`config.mk`:
```
export PLATFORM = sky130hd
export DESIGN_NAME = gated_window_average_stability
export DESIGN_NICKNAME = d
export VERILOG_FILES = /design/src/rtl/gwas_pkg.sv /design/src/rtl/gwas_ram.sv /design/src/rtl/gated_window_average_stability.sv
export SDC_FILE = /design/constraint.sdc
export NUM_CORES = 1
export LEC_CHECK = 0
export BUFFER_PORTS_ARGS = -buffer_cell sky130_fd_sc_hd__buf_4
export CORE_ASPECT_RATIO = 0.7
export CORE_MARGIN = 2
export CORE_UTILIZATION = 40
export DETAILED_ROUTE_END_ITERATION = 12
export PLACE_DENSITY = 0.54
export SLEW_MARGIN = 20
export SYNTH_ARGS = -nofsm -noshare
export SYNTH_HDL_FRONTEND = slang
export SYNTH_SLANG_ARGS = --single-unit
```
`constraint.sdc`:
```
create_clock -name clk_i -period 6.4 [get_ports clk_i]
set_input_delay 0.64 -clock clk_i [delete_from_list [all_inputs] [get_ports clk_i]]
set_output_delay 0.64 -clock clk_i [all_outputs]
set_load 0.1 [all_outputs]
```
`src/rtl/gwas_pkg.sv`:
```
// Package for the gated window average settle detector.
// Holds the window size, derived widths, status codes and the sequencer states.
// No dependencies.
package gwas_pkg;

  // Window length and derived widths
  localparam int unsigned WINDOW = 8;
  localparam int unsigned CODE_W = 12;
  localparam int unsigned SLOT_W = (WINDOW > 1) ? $clog2(WINDOW) : 1;
  localparam int unsigned FILL_W = $clog2(WINDOW + 1);
  localparam int unsigned SUM_W  = CODE_W + SLOT_W;
  localparam int unsigned FRAC_W = 4;
  localparam int unsigned DIV_W  = SUM_W + FRAC_W;
  localparam int unsigned AVG_W  = 16;
  localparam int unsigned CNT_W  = 4;
  localparam int unsigned RUN_W  = 4;
  localparam int unsigned DELTA_W = 16;

  // The divider retires two quotient bits per cycle
  localparam int unsigned DIV_STEPS = AVG_W / 2;
  localparam int unsigned STEP_W    = $clog2(DIV_STEPS);

  localparam logic [RUN_W-1:0] RUN_MAX = 4'd15;

  // Configuration register indexes and reset values
  localparam int unsigned CFG_IDX_W = 1;
  localparam logic [CFG_IDX_W-1:0] CFG_SETTLE_DELTA = 1'b0;
  localparam logic [CFG_IDX_W-1:0] CFG_RUNS_NEEDED  = 1'b1;
  localparam logic [DELTA_W-1:0] DELTA_RESET = 16'd418;
  localparam logic [RUN_W-1:0]   RUNS_RESET  = 4'd3;

  typedef enum logic [1:0] {
    STATUS_IDLE  = 2'd0,
    STATUS_MEAS  = 2'd1,
    STATUS_READY = 2'd2
  } gwas_status_e;

  typedef enum logic [2:0] {
    S_IDLE,
    S_READ,
    S_DRAIN,
    S_DIV,
    S_FIN,
    S_OUT
  } gwas_state_e;

  // The reported fill count is the fill level masked to four bits.
  function automatic logic [CNT_W-1:0] fill_to_count(input logic [FILL_W-1:0] fill);
    logic [FILL_W+CNT_W-1:0] wide;
    wide = {{CNT_W{1'b0}}, fill};
    return wide[CNT_W-1:0];
  endfunction

endpackage

```
`src/rtl/gwas_ram.sv`:
```
// Generic single-port-write, single-port-read RAM with a registered read.
// No dependencies.
module gwas_ram #(
  parameter int unsigned WIDTH = 12,
  parameter int unsigned DEPTH = 8
) (
  input  logic                     clk_i,
  input  logic                     we_i,
  input  logic [$clog2(DEPTH)-1:0] waddr_i,
  input  logic [WIDTH-1:0]         wdata_i,
  input  logic                     re_i,
  input  logic [$clog2(DEPTH)-1:0] raddr_i,
  output logic [WIDTH-1:0]         rdata_o
);

  logic [WIDTH-1:0] mem_q [DEPTH];
  logic [WIDTH-1:0] rdata_q;

  // Write port and registered read port
  always_ff @(posedge clk_i) begin
    if (we_i) begin
      mem_q[waddr_i] <= wdata_i;
    end
    if (re_i) begin
      rdata_q <= mem_q[raddr_i];
    end
  end

  assign rdata_o = rdata_q;

endmodule

```
`src/rtl/gated_window_average_stability.sv`:
```
// Gated window average settle detector: one result word for every input word.
// Sequence: an idle (switch released) word goes straight to the output state; a
// measuring word takes one ring read per filled entry (1 to WINDOW), a drain state,
// the divider retiring two quotient bits a cycle, a finish state and the output state.
// No new word is taken until the result enters the output register, so a waiting result
// blocks acceptance. Reset clears the sequencer, run state and registers to defaults.
module gated_window_average_stability (
  input  logic                           clk_i,
  input  logic                           rst_ni,
  input  logic                           in_valid_i,
  output logic                           in_stall_o,
  input  logic                           switch_active_i,
  input  logic [gwas_pkg::CODE_W-1:0]    adc_code_i,
  output logic                           out_valid_o,
  input  logic                           out_stall_i,
  output logic [1:0]                     status_code_o,
  output logic [gwas_pkg::AVG_W-1:0]     average_q4_o,
  output logic [gwas_pkg::CNT_W-1:0]     filled_count_o,
  input  logic                           cfg_we_i,
  input  logic [gwas_pkg::CFG_IDX_W-1:0] cfg_index_i,
  input  logic [gwas_pkg::DELTA_W-1:0]   cfg_wdata_i
);

  localparam int unsigned FILL_W = gwas_pkg::FILL_W;
  localparam int unsigned SLOT_W = gwas_pkg::SLOT_W;
  localparam int unsigned SUM_W  = gwas_pkg::SUM_W;
  localparam int unsigned DIV_W  = gwas_pkg::DIV_W;
  localparam int unsigned AVG_W  = gwas_pkg::AVG_W;
  localparam int unsigned RUN_W  = gwas_pkg::RUN_W;
  localparam int unsigned CNT_W  = gwas_pkg::CNT_W;
  localparam int unsigned STEP_W = gwas_pkg::STEP_W;

  gwas_pkg::gwas_state_e state_q, state_d;

  logic [SLOT_W-1:0]  slot_q, slot_d;
  logic [FILL_W-1:0]  fill_q, fill_d;
  logic [AVG_W-1:0]   prev_q, prev_d;
  logic [RUN_W-1:0]   run_q, run_d;
  logic [gwas_pkg::DELTA_W-1:0] delta_q, delta_d;
  logic [RUN_W-1:0]   needed_q, needed_d;

  logic [SLOT_W-1:0]  idx_q, idx_d;
  logic               rd_pend_q, rd_pend_d;
  logic [SUM_W-1:0]   sum_q, sum_d;
  logic [FILL_W-1:0]  rem_q, rem_d;
  logic [AVG_W-1:0]   dlo_q, dlo_d;
  logic [AVG_W-1:0]   quo_q, quo_d;
  logic [STEP_W-1:0]  step_q, step_d;

  gwas_pkg::gwas_status_e res_status_q, res_status_d;
  logic [AVG_W-1:0]   res_avg_q, res_avg_d;
  logic [CNT_W-1:0]   res_cnt_q, res_cnt_d;

  logic               out_valid_q, out_valid_d;
  logic [1:0]         out_status_q, out_status_d;
  logic [AVG_W-1:0]   out_avg_q, out_avg_d;
  logic [CNT_W-1:0]   out_cnt_q, out_cnt_d;

  logic                      accept;
  logic                      ram_we;
  logic                      ram_re;
  logic [gwas_pkg::CODE_W-1:0] ram_rdata;

  logic [SUM_W-1:0]   sum_next;
  logic [DIV_W-1:0]   dividend;
  logic [FILL_W:0]    div_t1, div_t2, div_den;
  logic               div_ge1, div_ge2;
  logic [FILL_W:0]    div_r1, div_r2;
  logic [AVG_W-1:0]   avg_diff;
  logic               steady;
  logic [RUN_W-1:0]   run_new;
  logic               ready;

  assign in_stall_o = (state_q != gwas_pkg::S_IDLE);
  assign accept     = in_valid_i && (state_q == gwas_pkg::S_IDLE);

  // Sample ring: written when a measuring word is taken, read one entry a cycle for the sum
  assign ram_we = accept && switch_active_i;
  assign ram_re = (state_q == gwas_pkg::S_READ);

  gwas_ram #(
    .WIDTH (gwas_pkg::CODE_W),
    .DEPTH (gwas_pkg::WINDOW)
  ) u_ring (
    .clk_i   (clk_i),
    .we_i    (ram_we),
    .waddr_i (slot_q),
    .wdata_i (adc_code_i),
    .re_i    (ram_re),
    .raddr_i (idx_q),
    .rdata_o (ram_rdata)
  );

  // Running sum and the dividend formed from the final sum
  assign sum_next = sum_q + SUM_W'(ram_rdata);
  assign dividend = {sum_next, {gwas_pkg::FRAC_W{1'b0}}};

  // Two restoring division steps per cycle; the partial remainder stays below the fill level
  assign div_den = {1'b0, fill_q};
  assign div_t1  = {rem_q, dlo_q[AVG_W-1]};
  assign div_ge1 = (div_t1 >= div_den);
  assign div_r1  = div_ge1 ? (div_t1 - div_den) : div_t1;
  assign div_t2  = {div_r1[FILL_W-1:0], dlo_q[AVG_W-2]};
  assign div_ge2 = (div_t2 >= div_den);
  assign div_r2  = div_ge2 ? (div_t2 - div_den) : div_t2;

  // Settle tracking on the finished average
  assign avg_diff = (quo_q >= prev_q) ? (quo_q - prev_q) : (prev_q - quo_q);
  assign steady   = (fill_q >= FILL_W'(2)) && (avg_diff <= delta_q);
  assign run_new  = steady ? ((run_q != gwas_pkg::RUN_MAX) ? run_q + RUN_W'(1) : run_q)
                           : RUN_W'(1);
  assign ready    = (fill_q == FILL_W'(gwas_pkg::WINDOW)) && (run_new >= needed_q);

  // Sequencer: next state, datapath updates and the output register
  always_comb begin
    state_d      = state_q;
    slot_d       = slot_q;
    fill_d       = fill_q;
    prev_d       = prev_q;
    run_d        = run_q;
    delta_d      = delta_q;
    needed_d     = needed_q;
    idx_d        = idx_q;
    rd_pend_d    = 1'b0;
    sum_d        = sum_q;
    rem_d        = rem_q;
    dlo_d        = dlo_q;
    quo_d        = quo_q;
    step_d       = step_q;
    res_status_d = res_status_q;
    res_avg_d    = res_avg_q;
    res_cnt_d    = res_cnt_q;
    out_valid_d  = out_valid_q && out_stall_i;
    out_status_d = out_status_q;
    out_avg_d    = out_avg_q;
    out_cnt_d    = out_cnt_q;

    // Configuration writes must arrive only while the block is idle; nothing here enforces it
    if (cfg_we_i) begin
      case (cfg_index_i)
        gwas_pkg::CFG_SETTLE_DELTA: delta_d  = cfg_wdata_i;
        gwas_pkg::CFG_RUNS_NEEDED:  needed_d = cfg_wdata_i[RUN_W-1:0];
        default: ;
      endcase
    end

    case (state_q)
      gwas_pkg::S_IDLE: begin
        if (accept) begin
          if (switch_active_i) begin
            slot_d = (slot_q == SLOT_W'(gwas_pkg::WINDOW - 1)) ? '0 : slot_q + SLOT_W'(1);
            if (fill_q != FILL_W'(gwas_pkg::WINDOW)) begin
              fill_d = fill_q + FILL_W'(1);
            end
            idx_d   = '0;
            sum_d   = '0;
            state_d = gwas_pkg::S_READ;
          end else begin
            // Switch released: drop the measurement and report idle
            slot_d       = '0;
            fill_d       = '0;
            prev_d       = '0;
            run_d        = '0;
            res_status_d = gwas_pkg::STATUS_IDLE;
            res_avg_d    = '0;
            res_cnt_d    = '0;
            state_d      = gwas_pkg::S_OUT;
          end
        end
      end
      gwas_pkg::S_READ: begin
        if (rd_pend_q) begin
          sum_d = sum_next;
        end
        rd_pend_d = 1'b1;
        idx_d     = idx_q + SLOT_W'(1);
        if (FILL_W'(idx_q) + FILL_W'(1) == fill_q) begin
          state_d = gwas_pkg::S_DRAIN;
        end
      end
      gwas_pkg::S_DRAIN: begin
        // Last entry arrives; load the divider with the sum times sixteen
        rem_d   = FILL_W'(dividend[DIV_W-1:AVG_W]);
        dlo_d   = dividend[AVG_W-1:0];
        quo_d   = '0;
        step_d  = '0;
        state_d = gwas_pkg::S_DIV;
      end
      gwas_pkg::S_DIV: begin
        rem_d  = div_r2[FILL_W-1:0];
        dlo_d  = {dlo_q[AVG_W-3:0], 2'b00};
        quo_d  = {quo_q[AVG_W-3:0], div_ge1, div_ge2};
        step_d = step_q + STEP_W'(1);
        if (step_q == STEP_W'(gwas_pkg::DIV_STEPS - 1)) begin
          state_d = gwas_pkg::S_FIN;
        end
      end
      gwas_pkg::S_FIN: begin
        prev_d       = quo_q;
        run_d        = run_new;
        res_status_d = ready ? gwas_pkg::STATUS_READY : gwas_pkg::STATUS_MEAS;
        res_avg_d    = quo_q;
        res_cnt_d    = gwas_pkg::fill_to_count(fill_q);
        state_d      = gwas_pkg::S_OUT;
      end
      gwas_pkg::S_OUT: begin
        if (!out_valid_q || !out_stall_i) begin
          out_valid_d  = 1'b1;
          out_status_d = res_status_q;
          out_avg_d    = res_avg_q;
          out_cnt_d    = res_cnt_q;
          state_d      = gwas_pkg::S_IDLE;
        end
      end
      default: begin
        state_d = gwas_pkg::S_IDLE;
      end
    endcase
  end

  // Control and measurement state
  always_ff @(posedge clk_i or negedge rst_ni) begin
    if (!rst_ni) begin
      state_q     <= gwas_pkg::S_IDLE;
      slot_q      <= '0;
      fill_q      <= '0;
      prev_q      <= '0;
      run_q       <= '0;
      delta_q     <= gwas_pkg::DELTA_RESET;
      needed_q    <= gwas_pkg::RUNS_RESET;
      rd_pend_q   <= 1'b0;
      out_valid_q <= 1'b0;
    end else begin
      state_q     <= state_d;
      slot_q      <= slot_d;
      fill_q      <= fill_d;
      prev_q      <= prev_d;
      run_q       <= run_d;
      delta_q     <= delta_d;
      needed_q    <= needed_d;
      rd_pend_q   <= rd_pend_d;
      out_valid_q <= out_valid_d;
    end
  end

  // Datapath and result registers
  always_ff @(posedge clk_i) begin
    idx_q        <= idx_d;
    sum_q        <= sum_d;
    rem_q        <= rem_d;
    dlo_q        <= dlo_d;
    quo_q        <= quo_d;
    step_q       <= step_d;
    res_status_q <= res_status_d;
    res_avg_q    <= res_avg_d;
    res_cnt_q    <= res_cnt_d;
    out_status_q <= out_status_d;
    out_avg_q    <= out_avg_d;
    out_cnt_q    <= out_cnt_d;
  end

  assign out_valid_o    = out_valid_q;
  assign status_code_o  = out_status_q;
  assign average_q4_o   = out_avg_q;
  assign filled_count_o = out_cnt_q;

endmodule

```
* Word-level counts from Yosys, hierarchy flattened
Memory sizes are Yosys's and may differ from the RTL's. A register that Yosys moved wholly into a read port is not among the register bits. Cells that the tools add are included. W data, S select, Z words.
Storage, ports and cells: bits in registers 153, memory bits (writable) 96, bits of input ports 35, output and inout bits 24, word-level logic and storage cells 123, memories 1
Memory list:
- u_ring.mem_q | words 8, width 12, rd ports 1, clocked after Yosys merged registers in 1, write ports 1, RTL line gwas_ram.sv:16 | logic [WIDTH-1:0] mem_q [DEPTH];
Cells by class: $add $sub $neg 11, $lt $le $gt $ge 6, eq/ne operators 19, mux-type cells 42, bitwise logic cells 1, reduce and logical (&&, ||, !) cells 22
Operator list (number):
- $pmux W16 S2 | 3
- $mux W16 | 3
- $mux W15 | 3
- $mux W4 | 8
- $sub A16 B16 Y16 | 2
- $pmux W15 S2 | 1
- $mux W3 | 9
- $pmux W4 S2 | 3
- $pmux W3 S6 | 1
- $ge A16 B16 Y1 | 1
- $le A16 B16 Y1 | 1
- $add A15 B12 Y15 | 1
- $eq A3 B3 Y1 const B | 4
- $ne A2 B2 Y1 const B | 6
- $pmux W3 S2 | 2
- $ge A5 B4 Y1 | 2
- $add A3 B1 Y3 const B | 3
- $reduce_and A3 Y1 | 3
- $add A4 B1 Y4 const B | 2
- $ne A4 B4 Y1 const B | 2
- $reduce_and A2 Y1 | 4
- $reduce_and A4 Y1 | 2
- $sub A4 B4 Y4 | 2
- $eq A3 B2 Y1 const B | 2
- other kinds (17) | 31

* Depth between registers and ports, before layout
Gate-level depths: netlist of run 1.
word-level depth 9, mapped depth 26, mapped depth without buffers 25

* Cells and area by module
A second synthesis of run 1 with hierarchy kept.
Unflattened totals: cell total of the unflattened synthesis 982, area total of the unflattened synthesis 12807.3 µm²
Modules (own cells, without submodules):
- gated_window_average_stability | times used 1, cells each 818, area each 8699.6 µm², sequential area each 4221.5 µm²
- gwas_ram | times used 1, cells each 164, area each 4107.7 µm², sequential area each 3243.1 µm²

* Worst setup path before layout of run 1
No wires, ideal clock.
kind register -> register, start point register prev_q[9], end point register res_status_q[1], data pin, setup time 269 ps, arrival time 4553 ps, required time 6131 ps, setup slack 1578 ps, cell stages (with the launch flop) 23, buffers on the path 1, period minus slack after synthesis 4822 ps, cell sequence dfrtp_1 inv_1 ha_1 buf_6 a21o_1 a221oi_2 o211ai_2 nor2_4 mux2_2 o311a_1 a211oi_2 ha_1 and4_1 nand3_1 o21ai_0 a31oi_1 nor2_1 ha_1 nand2b_1 a21o_1 a21o_1 a21oi_1 nor3_1
Between the ends: cells in the longest elaborated chain, start to end 9, elaborated cells between the ends (all ways) 11, classes of those cells 2 x add/sub; 3 x order compare; 4 x mux; 2 x reduce/logical
RTL lines:
- start, declared | RTL line gated_window_average_stability.sv:37 | logic [AVG_W-1:0] prev_q, prev_d;
- start signal, assigned | RTL line gated_window_average_stability.sv:237 | prev_q <= prev_d;
- $sub A16 B16 Y16 / $ge A16 B16 Y1 (equally long branches) | RTL line gated_window_average_stability.sv:108 | assign avg_diff = (quo_q >= prev_q) ? (quo_q - prev_q) : (prev_q - quo_q);
- $mux W16 (*) | RTL line gated_window_average_stability.sv:108
- $le A16 B16 Y1 (*) | RTL line gated_window_average_stability.sv:109 | assign steady = (fill_q >= FILL_W'(2)) && (avg_diff <= delta_q);
- $logic_and A1 B1 Y1 (*) | RTL line gated_window_average_stability.sv:109
- $mux W4 (*) | RTL line gated_window_average_stability.sv:110 | assign run_new = steady ? ((run_q != gwas_pkg::RUN_MAX) ? run_q + RUN_W'(1) : run_q)
- $ge A4 B4 Y1 (*) | RTL line gated_window_average_stability.sv:112 | assign ready = (fill_q == FILL_W'(gwas_pkg::WINDOW)) && (run_new >= needed_q);
- $logic_and A1 B1 Y1 (*) | RTL line gated_window_average_stability.sv:112
- $mux W2 (*) | RTL line gated_window_average_stability.sv:201 | res_status_d = ready ? gwas_pkg::STATUS_READY : gwas_pkg::STATUS_MEAS;
- $pmux W2 S2 (*) | RTL line gated_window_average_stability.sv:147 | case (state_q)
- end signal, assigned | RTL line gated_window_average_stability.sv:254 | res_status_q <= res_status_d;
- end, declared | RTL line gated_window_average_stability.sv:50 | gwas_pkg::gwas_status_e res_status_q, res_status_d;
Mark *: on every way between the ends. The rest lies on a longest branch, timed or not. A chain may end at the register's enable or synchronous reset.

* Final worst setup path of run 1
Ends and elaborated chain as after synthesis.

==> results_tabular.tex, run 1 <==
\begin{tabular}{lr}
\hline
Metric & Value \\
\hline
\multicolumn{2}{l}{\textbf{Logic synthesis}} \\
\quad Count of flip-flops with a built-in enable after synthesis & 205 \\
\quad Dominant combinational cell family by area after synthesis & compound AO/OA/AOI/OAI gates \\
\quad Top post-synthesis cells by area & sky130\_fd\_sc\_hd\_\_edfxtp\_1 (48\%), sky130\_fd\_sc\_hd\_\_dfrtp\_1 (9.0\%), sky130\_fd\_sc\_hd\_\_ha\_1 (7.9\%) \\
\quad Synthesized-area fraction occupied by and/or/nand/nor cells & 9.47\% \\
\quad Register bit count reported by yosys & 257 \\
\quad Yosys synthesis warning count & 0 \\
\quad Count of distinct cell types in the synthesized netlist & 70 \\
\quad Area share of the largest cell type after synthesis & 48.4\% \\
\quad Mean Syn Cell Area & 12.7 µm² \\
\quad Top FF cell, synth & sky130\_fd\_sc\_hd\_\_edfxtp\_1 \\
\quad Post-synth ARST share & 20.2\% \\
\quad Proportion of synthesized chip area in sequential cells & 58.7\% \\
\quad Post-synthesis mux area share & 6.76\% \\
\quad Post-synth net total & 1125 \\
\quad Fraction of the mapped netlist area in compound gates & 10.7\% \\
\quad Post-synthesis cell area & 0.0127 mm² \\
\quad Cell count after synthesis & 1005 \\
\quad Cell taking the most area after synthesis & sky130\_fd\_sc\_hd\_\_edfxtp\_1 \\
\quad XOR/XNOR share of the synthesized area & 2.13\% \\
\quad Fraction of the mapped netlist area in adder cells & 8.66\% \\
\multicolumn{2}{l}{\textbf{Layout}} \\
\quad Proportion of layout cells with a drive suffix above 1 & 17.3\% \\
\quad Number of cells in the finished layout apart from fillers & 1509 \\
\quad Number of inserted filler cells in the final layout & 2865 \\
\quad ANT cells & 0 \\
\quad Area Overhead vs Synth & 13.8\% \\
\quad Total Nets Final & 1188 \\
\quad FF/Latch Area & 0.00746 mm² \\
\quad Most common cell after layout, fill and taps aside & sky130\_fd\_sc\_hd\_\_edfxtp\_1 \\
\quad Area of combinational cells with multiple inputs & 0.00482 mm² \\
\quad Highest-count cells in the layout ignoring fill and taps & sky130\_fd\_sc\_hd\_\_edfxtp\_1 (205), sky130\_fd\_sc\_hd\_\_nor2\_1 (88), sky130\_fd\_sc\_hd\_\_ha\_1 (80) \\
\multicolumn{2}{l}{\textbf{Setup path}} \\
\quad Worst-path cell with the longest stage delay & sky130\_fd\_sc\_hd\_\_ha\_1 \\
\quad Crit. Startpoint & prev\_q[9] \\
\quad R2r setup slk & 970 ps \\
\quad Reg-to-Reg End & res\_status\_q[1] \\
\quad Capturing instance or port of the critical path & res\_status\_q[1] \\
\quad Element type at the critical path end & flop \\
\quad Kind of cell with the highest combined delay on the critical path & compound AO/OA/AOI/OAI gates \\
\quad Start of the worst register-to-register path & prev\_q[9] \\
\quad Critical path cell sequence & inv\_1 > ha\_1 > a21o\_1 > a221oi\_2 > o211ai\_2 > nor2\_4 > mux2\_2 > o311a\_1 > a211oi\_2 > ha\_1 > a211o\_1 > a211oi\_1 > a31oi\_1 > buf\_4 > nor2\_1 > ha\_1 > nand2b\_1 > a21o\_1 > a21o\_1 > a21oi\_1 > nor3\_1 \\
\quad Count of cells along the worst register-to-register path & 21 \\
\quad Critical path buffers and inverters & 2 \\
\quad Arrival time worst endpoint & 5730 ps \\
\quad Logic depth of the worst path, buffers included & 21 \\
\quad Category of the worst setup path launch point & flop \\
\quad Max FO, Critical Path & 18 \\
\quad Path type of the worst setup path & reg2reg \\
\quad Delay of the slowest cell on the worst path & 440 ps \\
\quad Worst Path Required & 6690 ps \\
\multicolumn{2}{l}{\textbf{Clock network}} \\
\quad Master cell of the clock root buffer & sky130\_fd\_sc\_hd\_\_clkbuf\_16 \\
\quad TritonCTS buffer count & 27 \\
\quad Total setup buffers inserted after CTS & 0 \\
\quad Clock-pin slew on the worst setup and hold paths & 70 ps \\
\quad CTS resizes & 0 \\
\quad Worst-Skew Late Latency & 560 ps \\
\quad Deepest level of the CTS H-tree & 1 \\
\quad Number of hold buffers added after CTS & 0 \\
\quad Clock sinks & 257 \\
\quad Maximum clock insertion buffer count & 3 \\
\quad Clock tree from TritonCTS & done \\
\multicolumn{2}{l}{\textbf{Pwr}} \\
\quad Peak supply drop & 0.242 mV \\
\quad Cell Pwr Density & 521 mW/mm² \\
\quad Leakage dissipation & 5.62 nW \\
\multicolumn{2}{l}{\textbf{Detailed routing}} \\
\quad Final wirelength & 29000 µm \\
\quad Pre-Repair DR Iteration Count & 7 \\
\quad WL per Instance & 19.2 µm \\
\quad Antenna viol nets, final & 0 \\
\quad Vias per inst & 5.23 \\
\quad Number of design rule violations left after detail routing & 0 \\
\quad Via count of the routed design & 7894 \\
\quad Iter 0 DRT Violations & 594 \\
\multicolumn{2}{l}{\textbf{Timing}} \\
\quad Setup clock skew after layout & 15.4 ps \\
\quad Highest attainable clock frequency & 184 MHz \\
\quad Worst-margin pin slew & 1010 ps \\
\quad Final cycle utilization of the critical path & 84.9\% \\
\quad Worst rel slew slack & 32.4\% \\
\quad Number of failing hold endpoints at the final stage & 0 \\
\quad Final number of max-transition violations & 0 \\
\quad Final setup violation count & 0 \\
\quad Total negative setup slack & 0 ps \\
\quad Minimum clock period after layout & 5430 ps \\
\quad RSZ-0062 raised after global routing & no \\
\multicolumn{2}{l}{\textbf{Floorplan}} \\
\quad Die height & 153 µm \\
\quad Die area & 0.0333 mm² \\
\quad Core box area & 0.0312 mm² \\
\quad Num ports & 59 \\
\quad DIE WIDTH & 217 µm \\
\quad Effective utilization at floorplan & 40.7\% \\
\quad Row count & 54 \\
\multicolumn{2}{l}{\textbf{GRT}} \\
\quad Pin count of the biggest net entering global routing & 53 \\
\quad First-pass GRT wire length & 45600 µm \\
\quad Number of global-route vias before repair & 7621 \\
\quad Sum of overflow across all layers after global routing & 0 \\
\quad Initial antenna violation count & 1 \\
\quad Global-route total usage across every layer & 17.7\% \\
\multicolumn{2}{l}{\textbf{Placement}} \\
\quad Detailed placer's ending HPWL & 19900 µm \\
\quad Total instance count after detailed placement & 1459 \\
\quad Count of buffers inserted at the top-level ports & 58 \\
\quad Routability cong. & 0.870 \\
\multicolumn{2}{l}{\textbf{Worst hold path}} \\
\quad Class of the most critical hold timing path & in2async \\
\multicolumn{2}{l}{\textbf{Run status}} \\
\quad Result of the run & finished, final reports clean \\
\multicolumn{2}{l}{\textbf{Job}} \\
\quad Reported max-cap violation count & 0 \\
\hline
\end{tabular}
-- power by group --
part / leakage (nW) / switching [mW] / internal, mW / total, mW
logic: 2.66 / 2.16 / 1.38 / 3.54
registers: 2.55 / 0.209 / 2.31 / 2.52
clock network: 0.416 / 0.661 / 0.819 / 1.48
-- stage by stage --
stage	setup WS, ps	util (%)	power [mW]	hold slack [ps]	area, µm²
floorplan	1580	-	5.13	344	12700
global placement	1100	43.7	6.03	401	13600
detailed placement	996	43.7	6.06	405	13600
CTS	998	46.4	7.57	161	14500
global route	631	46.4	8.09	194	14500
finish	966	46.4	7.54	145	14500
-- worst min-delay path by stage --
stage / startpoint / to / slack [ps] / cells after the start
2_1_floorplan: rst_ni / delta_q[0] / 340 / 0
3_3_place_gp: res_avg_q[2] / average_q4_o[2] / 400 / 0
3_5_place_dp: res_avg_q[3] / average_q4_o[3] / 400 / 0
4_1_cts: rst_ni / delta_q[15] / 160 / 1
5_1_grt: rst_ni / delta_q[10] / 190 / 1
6_report: rst_ni / delta_q[10] / 150 / 1
-- final cells by class --
class	instances	share of cell area [%]
sequential	257	51.6
timing repair buffer	73	3.79
clock inverter	14	0.640
tap	420	3.63
inverter	76	1.97
clock buffer	36	5.11
multi-input combinational	633	33.3
-- state kept, by name (all words and copies together) (netlist names), 4 cells and up --
signal          flops
sum_q              15
run_q               4
prev_q             16
dlo_q              12
res_avg_q          16
filled_count_o      4
quo_q              16
u_ring.mem_q       96
fill_q              4
needed_q            4
delta_q            16
average_q4_o       16
res_cnt_q           4
u_ring.rdata_o     12
rem_q               4
-- kinds of logic after synthesis --
family,Yosys count
multiplexers,53
AO/OA/AOI/OAI,207
XOR/XNOR,31
flip-flops,257
adder cells (fa/ha/maj),85
buffers and inverters,115
AND/OR/NAND/NOR,257
-- per-layer routing --
metal  routed length, µm  share of wire [%]  vias to the layer above  global-route usage, %
met5                   0                  0                        -                      0
met4                 471                1.6                        0                   3.42
met3                1390                4.8                       32                   2.67
met2               11200                 39                      169                   23.2
met1               16000                 55                     3854                   30.2
li1                    -                  -                     3839                      -
-- Yosys cell counts, drive strengths merged, types with 4 or more instances --
library cell,instances
edfxtp,205
nor2,91
ha,80
inv,76
nand2,65
o21ai,65
dfrtp,46
a21oi,39
clkbuf,24
mux4,24
a21o,23
mux2,23
xnor2,21
nor3,19
buf,15
o22ai,15
and3,12
nand3,12
nor2b,12
nand2b,11
nand4,10
o21a,10
xor2,10
and2,8
a211oi,7
a31oi,7
dfstp,6
mux2i,6
a221oi,5
fa,5
o211ai,5
or2,4
No activity file was read; power rests on OpenSTA's default activity.
==> run 2: changes to the inputs <==
==> constraint.sdc (replaced) <==
create_clock -name clk_i -period 5.05 [get_ports clk_i]
set_input_delay 0.505 -clock clk_i [delete_from_list [all_inputs] [get_ports clk_i]]
set_output_delay 0.505 -clock clk_i [all_outputs]
set_load 0.1 [all_outputs]
==> results_tabular.tex, run 2 (synthesis results as in run 1) <==
\begin{tabular}{lr}
\hline
Metric & Value \\
\hline
\multicolumn{2}{l}{\textbf{Run status}} \\
\quad Result of the run & finished, violations left \\
\quad Failing checks & hold timing \\
\multicolumn{2}{l}{\textbf{Setup path}} \\
\quad Start of the worst register-to-register path & prev\_q[9] \\
\quad R2r setup slk & 240 ps (-730 ps) \\
\quad Element type at the critical path end & flop \\
\quad Max FO, Critical Path & 9 (-9) \\
\quad Category of the worst setup path launch point & flop \\
\quad Reg-to-Reg End & res\_status\_q[1] \\
\quad Path type of the worst setup path & reg2reg \\
\quad Arrival time worst endpoint & 5110 ps (-620 ps) \\
\quad Worst Path Required & 5350 ps (-1340 ps) \\
\quad Count of cells along the worst register-to-register path & 21 (unchanged) \\
\multicolumn{2}{l}{\textbf{Timing}} \\
\quad Final number of max-transition violations & 0 (unchanged) \\
\quad Hold WS & -4.22 ps (-149 ps) \\
\quad Number of failing hold endpoints at the final stage & 5 (+5) \\
\quad Worst-margin pin slew & 986 ps (-23.7 ps) \\
\quad Final cycle utilization of the critical path & 95.3\% (+10 points) \\
\quad Highest attainable clock frequency & 208 MHz (+13\%) \\
\quad Final setup violation count & 0 (unchanged) \\
\quad Setup clock skew after layout & 8.32 ps (-7.09 ps) \\
\quad Worst rel slew slack & 34.0\% (+1.6 points) \\
\quad Minimum clock period after layout & 4810 ps (-624 ps) \\
\multicolumn{2}{l}{\textbf{Layout}} \\
\quad Proportion of layout cells with a drive suffix above 1 & 20.2\% (+3.0 points) \\
\quad ANT cells & 0 (unchanged) \\
\quad Largest register FFs & 96 (unchanged) \\
\quad Area Overhead vs Synth & 15.7\% \\
\quad Most common cell after layout, fill and taps aside & sky130\_fd\_sc\_hd\_\_edfxtp\_1 \\
\quad Area of all placed cells without fillers & 0.0147 mm² (+1.7\%) \\
\quad Final core utilization & 47.2\% (+0.78 points) \\
\quad Highest-count cells in the layout ignoring fill and taps & sky130\_fd\_sc\_hd\_\_edfxtp\_1 (205), sky130\_fd\_sc\_hd\_\_buf\_4 (95), sky130\_fd\_sc\_hd\_\_nor2\_1 (90) \\
\quad Total Nets Final & 1211 (+1.9\%) \\
\quad Number of inserted filler cells in the final layout & 2827 (-1.3\%) \\
\quad Register name with the most flops & u\_ring.mem\_q \\
\multicolumn{2}{l}{\textbf{Clock network}} \\
\quad Master cell of the clock root buffer & sky130\_fd\_sc\_hd\_\_clkbuf\_16 \\
\quad Worst-Skew Late Latency & 560 ps (about the same) \\
\quad Deepest level of the CTS H-tree & 1 (unchanged) \\
\quad Number of hold buffers added after CTS & 0 (unchanged) \\
\quad Clock sinks & 257 (unchanged) \\
\quad TritonCTS buffer count & 27 (unchanged) \\
\quad Total setup buffers inserted after CTS & 0 (unchanged) \\
\quad Clock-pin slew on the worst setup and hold paths & 60 ps (about the same) \\
\quad Clock tree from TritonCTS & done \\
\quad Maximum clock insertion buffer count & 3 (unchanged) \\
\multicolumn{2}{l}{\textbf{GRT}} \\
\quad Initial antenna violation count & 3 (+2) \\
\quad Number of global-route vias before repair & 7726 (+1.4\%) \\
\quad Pin count of the biggest net entering global routing & 53 (unchanged) \\
\quad Global-route total usage across every layer & 17.8\% (+0.078 points) \\
\quad Sum of overflow across all layers after global routing & 0 (unchanged) \\
\quad First-pass GRT wire length & 45700 µm (+0.23\%) \\
\multicolumn{2}{l}{\textbf{Floorplan}} \\
\quad Die area & 0.0333 mm² (unchanged) \\
\quad Effective utilization at floorplan & 40.7\% (unchanged) \\
\quad Core box area & 0.0312 mm² (unchanged) \\
\quad DIE WIDTH & 217 µm (unchanged) \\
\quad Row count & 54 (unchanged) \\
\quad Num ports & 59 (unchanged) \\
\quad Die height & 153 µm (unchanged) \\
\multicolumn{2}{l}{\textbf{Detailed routing}} \\
\quad WL per Instance & 19.1 µm (-0.72\%) \\
\quad Number of design rule violations left after detail routing & 0 (unchanged) \\
\quad Iter 0 DRT Violations & 715 (+20\%) \\
\quad Via count of the routed design & 8063 (+2.1\%) \\
\quad Final wirelength & 29300 µm (+0.80\%) \\
\quad Vias per inst & 5.26 (+0.61\%) \\
\quad Pre-Repair DR Iteration Count & 5 (-2) \\
\quad Antenna viol nets, final & 0 (unchanged) \\
\multicolumn{2}{l}{\textbf{Placement}} \\
\quad Detailed placer's ending HPWL & 20500 µm (+2.9\%) \\
\quad Count of buffers inserted at the top-level ports & 58 (unchanged) \\
\quad Post-Place Cell Area & 0.0138 mm² (+1.2\%) \\
\quad Routability cong. & 0.961 (+10\%) \\
\multicolumn{2}{l}{\textbf{Pwr}} \\
\quad Leakage dissipation & 5.75 nW (+2.3\%) \\
\quad Post-layout total power & 9.76 mW (+29\%) \\
\quad Peak supply drop & 0.305 mV (+26\%) \\
\quad Cell Pwr Density & 663 mW/mm² (+27\%) \\
\multicolumn{2}{l}{\textbf{Worst hold path}} \\
\quad Class of the most critical hold timing path & in2async \\
\multicolumn{2}{l}{\textbf{Job}} \\
\quad Reported max-cap violation count & 0 (unchanged) \\
\hline
\end{tabular}
-- run 2: metal layers --
layer	wire (µm)	vias to the layer above	GRT usage (%)
li1	-	3876	-
met1	15600	3909	30.0
met2	10900	239	22.2
met3	2140	39	4.28
met4	605	0	4.21
met5	0	-	0
-- run 2: cell type report --
cell class | instances | area (µm²) | area share (%)
sequential | 257 | 7460 | 50.7
clock inverter | 20 | 134 | 0.910
multi-input combinational | 633 | 4870 | 33.1
timing repair buffer | 96 | 724 | 4.92
inverter | 76 | 285 | 1.94
clock buffer | 30 | 717 | 4.87
tap | 420 | 526 | 3.57
-- run 2: stage by stage --
stage / TNS, ps / worst slack, ps / std cells
detailed placement: 0 / 64.4 / 1482
global placement: 0 / 173 / 1482
CTS: 0 / 66.6 / 1532
floorplan: 0 / 228 / 1005
global route: -17.9 / -17.9 / 1532
finish: 0 / 240 / 1532
-- run 2: repair_timing --
action                                  4_1_cts  5_1_grt
gates resized for setup                       0       13
hold endpoints to repair                      0        0
endpoints found under the setup margin        0        2
-- run 2: critical path: stages (launching register included) --
cell                       delay, ps
sky130_fd_sc_hd__dfrtp_1         360
sky130_fd_sc_hd__inv_1            60
sky130_fd_sc_hd__ha_1            340
sky130_fd_sc_hd__a21o_1          220
sky130_fd_sc_hd__a221oi_2        350
sky130_fd_sc_hd__o211ai_2        180
sky130_fd_sc_hd__or2_1           390
sky130_fd_sc_hd__buf_4           200
sky130_fd_sc_hd__o31ai_1         290
sky130_fd_sc_hd__xnor2_1         130
sky130_fd_sc_hd__ha_1            310
sky130_fd_sc_hd__a21o_1          110
sky130_fd_sc_hd__a21oi_1          60
sky130_fd_sc_hd__or2_2           280
sky130_fd_sc_hd__a31oi_2         210
sky130_fd_sc_hd__buf_4           200
sky130_fd_sc_hd__a21oi_2          40
sky130_fd_sc_hd__ha_1            270
sky130_fd_sc_hd__a21o_1          160
sky130_fd_sc_hd__a21o_1          180
sky130_fd_sc_hd__a21oi_2         150
sky130_fd_sc_hd__nor3_1           50
-- run 2: worst max path at each step --
| stage | start | endpoint | slack (ps) | depth (start not counted) |
|---|---|---|---|---|
| 3_3_place_gp | quo_q[0] | res_status_q[1] | 170 | 22 |
| 6_report | prev_q[9] | res_status_q[1] | 240 | 21 |
| 5_1_grt | prev_q[9] | res_status_q[1] | -20 | 23 |
| 3_5_place_dp | quo_q[0] | res_status_q[1] | 60 | 22 |
| 4_1_cts | quo_q[0] | res_status_q[1] | 70 | 22 |
| 2_1_floorplan | prev_q[9] | res_status_q[1] | 230 | 22 |
-- run 2: report_power, final --
group          internal (mW)  switching (mW)
combinational           1.89            2.76
sequential              2.93           0.281
clock                   1.07           0.834
==> run 3: changes to the inputs <==
--- a/config.mk
+++ b/config.mk
@@ -9,6 +9,7 @@
 export CORE_ASPECT_RATIO = 0.7
 export CORE_MARGIN = 2
 export CORE_UTILIZATION = 40
+export CTS_BUF_LIST = sky130_fd_sc_hd__clkbuf_16
 export DETAILED_ROUTE_END_ITERATION = 12
 export PLACE_DENSITY = 0.54
 export SLEW_MARGIN = 20
==> results_tabular.tex, run 3 (synthesis results as in run 1) <==
\begin{tabular}{lr}
\hline
Metric & Value \\
\hline
\multicolumn{2}{l}{\textbf{Setup path}} \\
\quad Most used cell, CP & sky130\_fd\_sc\_hd\_\_a21o\_1 \\
\quad Worst-path cell with the longest stage delay & sky130\_fd\_sc\_hd\_\_or2\_1 \\
\quad Element type at the critical path end & flop \\
\quad Delay of the slowest cell on the worst path & 380 ps (about the same) \\
\quad Max FO, Critical Path & 9 (unchanged) \\
\quad Critical path cell sequence & inv\_1 > ha\_1 > a21o\_1 > a221oi\_2 > o211ai\_2 > or2\_1 > buf\_4 > o31ai\_1 > xnor2\_1 > ha\_1 > a21o\_1 > a21oi\_1 > or2\_2 > a31oi\_2 > buf\_4 > a21oi\_2 > ha\_1 > a21o\_1 > a21o\_1 > a21oi\_2 > nor3\_1 \\
\quad Worst Path Required & 5350 ps (about the same) \\
\quad Path type of the worst setup path & reg2reg \\
\quad Category of the worst setup path launch point & flop \\
\quad Arrival time worst endpoint & 5080 ps (-30 ps) \\
\multicolumn{2}{l}{\textbf{Layout}} \\
\quad Total Nets Final & 1211 (unchanged) \\
\quad Most common cell after layout, fill and taps aside & sky130\_fd\_sc\_hd\_\_edfxtp\_1 \\
\quad Number of inserted filler cells in the final layout & 2830 (+0.11\%) \\
\quad Register name with the most flops & u\_ring.mem\_q \\
\quad Largest register FFs & 96 (unchanged) \\
\quad Area Overhead vs Synth & 15.5\% \\
\quad ANT cells & 0 (unchanged) \\
\quad Final core utilization & 47.1\% (-0.096 points) \\
\quad Proportion of layout cells with a drive suffix above 1 & 20.0\% (-0.27 points) \\
\quad Highest-count cells in the layout ignoring fill and taps & sky130\_fd\_sc\_hd\_\_edfxtp\_1 (205), sky130\_fd\_sc\_hd\_\_buf\_4 (95), sky130\_fd\_sc\_hd\_\_nor2\_1 (90) \\
\multicolumn{2}{l}{\textbf{Timing}} \\
\quad Worst rel slew slack & 34.0\% (about the same) \\
\quad Minimum clock period after layout & 4780 ps (-28.9 ps) \\
\quad Worst-margin pin slew & 986 ps (+0.0898 ps) \\
\quad Final number of max-transition violations & 0 (unchanged) \\
\quad Number of failing hold endpoints at the final stage & 10 (+5) \\
\quad Final cycle utilization of the critical path & 94.7\% (-0.57 points) \\
\quad Setup clock skew after layout & 9.82 ps (+1.50 ps) \\
\quad Final setup violation count & 0 (unchanged) \\
\quad Highest attainable clock frequency & 209 MHz (+0.61\%) \\
\quad Total negative setup slack & 0 ps (unchanged) \\
\quad Post-route worst setup slack & 269 ps (+28.9 ps) \\
\quad Hold WS & -8.03 ps (-3.81 ps) \\
\multicolumn{2}{l}{\textbf{Floorplan}} \\
\quad Core box area & 0.0312 mm² (unchanged) \\
\quad Die area & 0.0333 mm² (unchanged) \\
\quad Die height & 153 µm (unchanged) \\
\quad Effective utilization at floorplan & 40.7\% (unchanged) \\
\quad DIE WIDTH & 217 µm (unchanged) \\
\quad Num ports & 59 (unchanged) \\
\quad Row count & 54 (unchanged) \\
\multicolumn{2}{l}{\textbf{Detailed routing}} \\
\quad Via count of the routed design & 8037 (-0.32\%) \\
\quad Final wirelength & 29300 µm (about the same) \\
\quad Number of design rule violations left after detail routing & 0 (unchanged) \\
\quad Antenna viol nets, final & 0 (unchanged) \\
\quad Vias per inst & 5.25 (-0.32\%) \\
\quad Pre-Repair DR Iteration Count & 5 (unchanged) \\
\quad Iter 0 DRT Violations & 684 (-4.3\%) \\
\quad WL per Instance & 19.1 µm (about the same) \\
\multicolumn{2}{l}{\textbf{Clock network}} \\
\quad Clock tree from TritonCTS & done \\
\quad Clock sinks & 257 (unchanged) \\
\quad Clock-pin slew on the worst setup and hold paths & 60 ps (about the same) \\
\quad Maximum clock insertion buffer count & 3 (unchanged) \\
\quad TritonCTS buffer count & 27 (unchanged) \\
\quad Worst-Skew Late Latency & 560 ps (about the same) \\
\quad Total setup buffers inserted after CTS & 0 (unchanged) \\
\quad Deepest level of the CTS H-tree & 1 (unchanged) \\
\quad Master cell of the clock root buffer & sky130\_fd\_sc\_hd\_\_clkbuf\_16 \\
\multicolumn{2}{l}{\textbf{Placement}} \\
\quad Placement Setup Slack & 64.4 ps (unchanged) \\
\quad Detailed placer's ending HPWL & 20500 µm (unchanged) \\
\quad Routability cong. & 0.961 (unchanged) \\
\quad Count of buffers inserted at the top-level ports & 58 (unchanged) \\
\multicolumn{2}{l}{\textbf{GRT}} \\
\quad Number of global-route vias before repair & 7718 (-0.10\%) \\
\quad Sum of overflow across all layers after global routing & 0 (unchanged) \\
\quad First-pass GRT wire length & 45700 µm (about the same) \\
\quad Pin count of the biggest net entering global routing & 53 (unchanged) \\
\quad Initial antenna violation count & 3 (unchanged) \\
\quad Global-route total usage across every layer & 17.8\% (about the same) \\
\multicolumn{2}{l}{\textbf{Pwr}} \\
\quad Leakage dissipation & 5.73 nW (-0.29\%) \\
\quad Peak supply drop & 0.305 mV (about the same) \\
\quad Cell Pwr Density & 661 mW/mm² (-0.31\%) \\
\quad Post-layout total power & 9.71 mW (-0.51\%) \\
\multicolumn{2}{l}{\textbf{Run status}} \\
\quad Result of the run & finished, violations left \\
\quad Failing checks & hold timing \\
\multicolumn{2}{l}{\textbf{Worst hold path}} \\
\quad Class of the most critical hold timing path & in2async \\
\multicolumn{2}{l}{\textbf{Job}} \\
\quad Reported max-cap violation count & 0 (unchanged) \\
\hline
\end{tabular}
-- run 3: cell count changes in the layout (fill, tap and decap cells not counted) --
cell,delta
sky130_fd_sc_hd__clkinv_1,+3
sky130_fd_sc_hd__clkbuf_8,-3
-- run 3: final timing paths --
kind                                start               to  slack, ps  depth (start not counted)
min                                rst_ni      delta_q[10]         -8                          1
min reg2reg                  res_avg_q[0]  average_q4_o[0]        420                          0
max reg2reg                     prev_q[9]  res_status_q[1]        270                         21
max in group asynchronous          rst_ni        prev_q[6]       4530                          1
min in group clk_i         cfg_wdata_i[4]       delta_q[4]        150                          3
max                             prev_q[9]  res_status_q[1]        270                         21
-- run 3: layer usage --
metal | wire (µm) | up-vias | global-route usage [%]
met5 | 0 | - | 0
met4 | 605 | 0 | 4.21
met3 | 2260 | 39 | 4.28
met2 | 10900 | 252 | 22.2
met1 | 15500 | 3873 | 30.0
li1 | - | 3873 | -
-- run 3: stage by stage --
stage,instances,area [µm²]
floorplan,1005,12700
global placement,1482,13800
detailed placement,1482,13800
CTS,1532,14600
global route,1532,14700
finish,1532,14700
-- run 3: worst max-delay path: cells and delay by family (launching register included) --
family / cells / cell delay (ps)
AO/OA/AOI/OAI: 11 / 1930
adder cells (fa/ha/maj): 3 / 920
AND/OR/NAND/NOR: 3 / 720
buffers and inverters: 3 / 470
flip-flops: 1 / 360
XOR/XNOR: 1 / 130
-- run 3: layout make-up --
class	count	area (µm²)	share of cell area [%]
clock inverter	23	145	0.988
clock buffer	27	676	4.60
multi-input combinational	633	4870	33.1
sequential	257	7460	50.8
tap	420	526	3.58
inverter	76	285	1.94
timing repair buffer	96	724	4.93
-- run 3: timing repair --
action / in CTS / in global routing
hold buffers: 0 / 0
hold endpoints to repair: 0 / 0
setup endpoints to repair: 0 / 2
gates resized for setup: 0 / 13
-- run 3: report_power, final --
part | switching, mW | internal [mW] | leakage [nW] | total, mW
clock network | 0.831 | 1.02 | 0.400 | 1.86
logic | 2.76 | 1.89 | 2.78 | 4.65
registers | 0.282 | 2.93 | 2.55 | 3.21
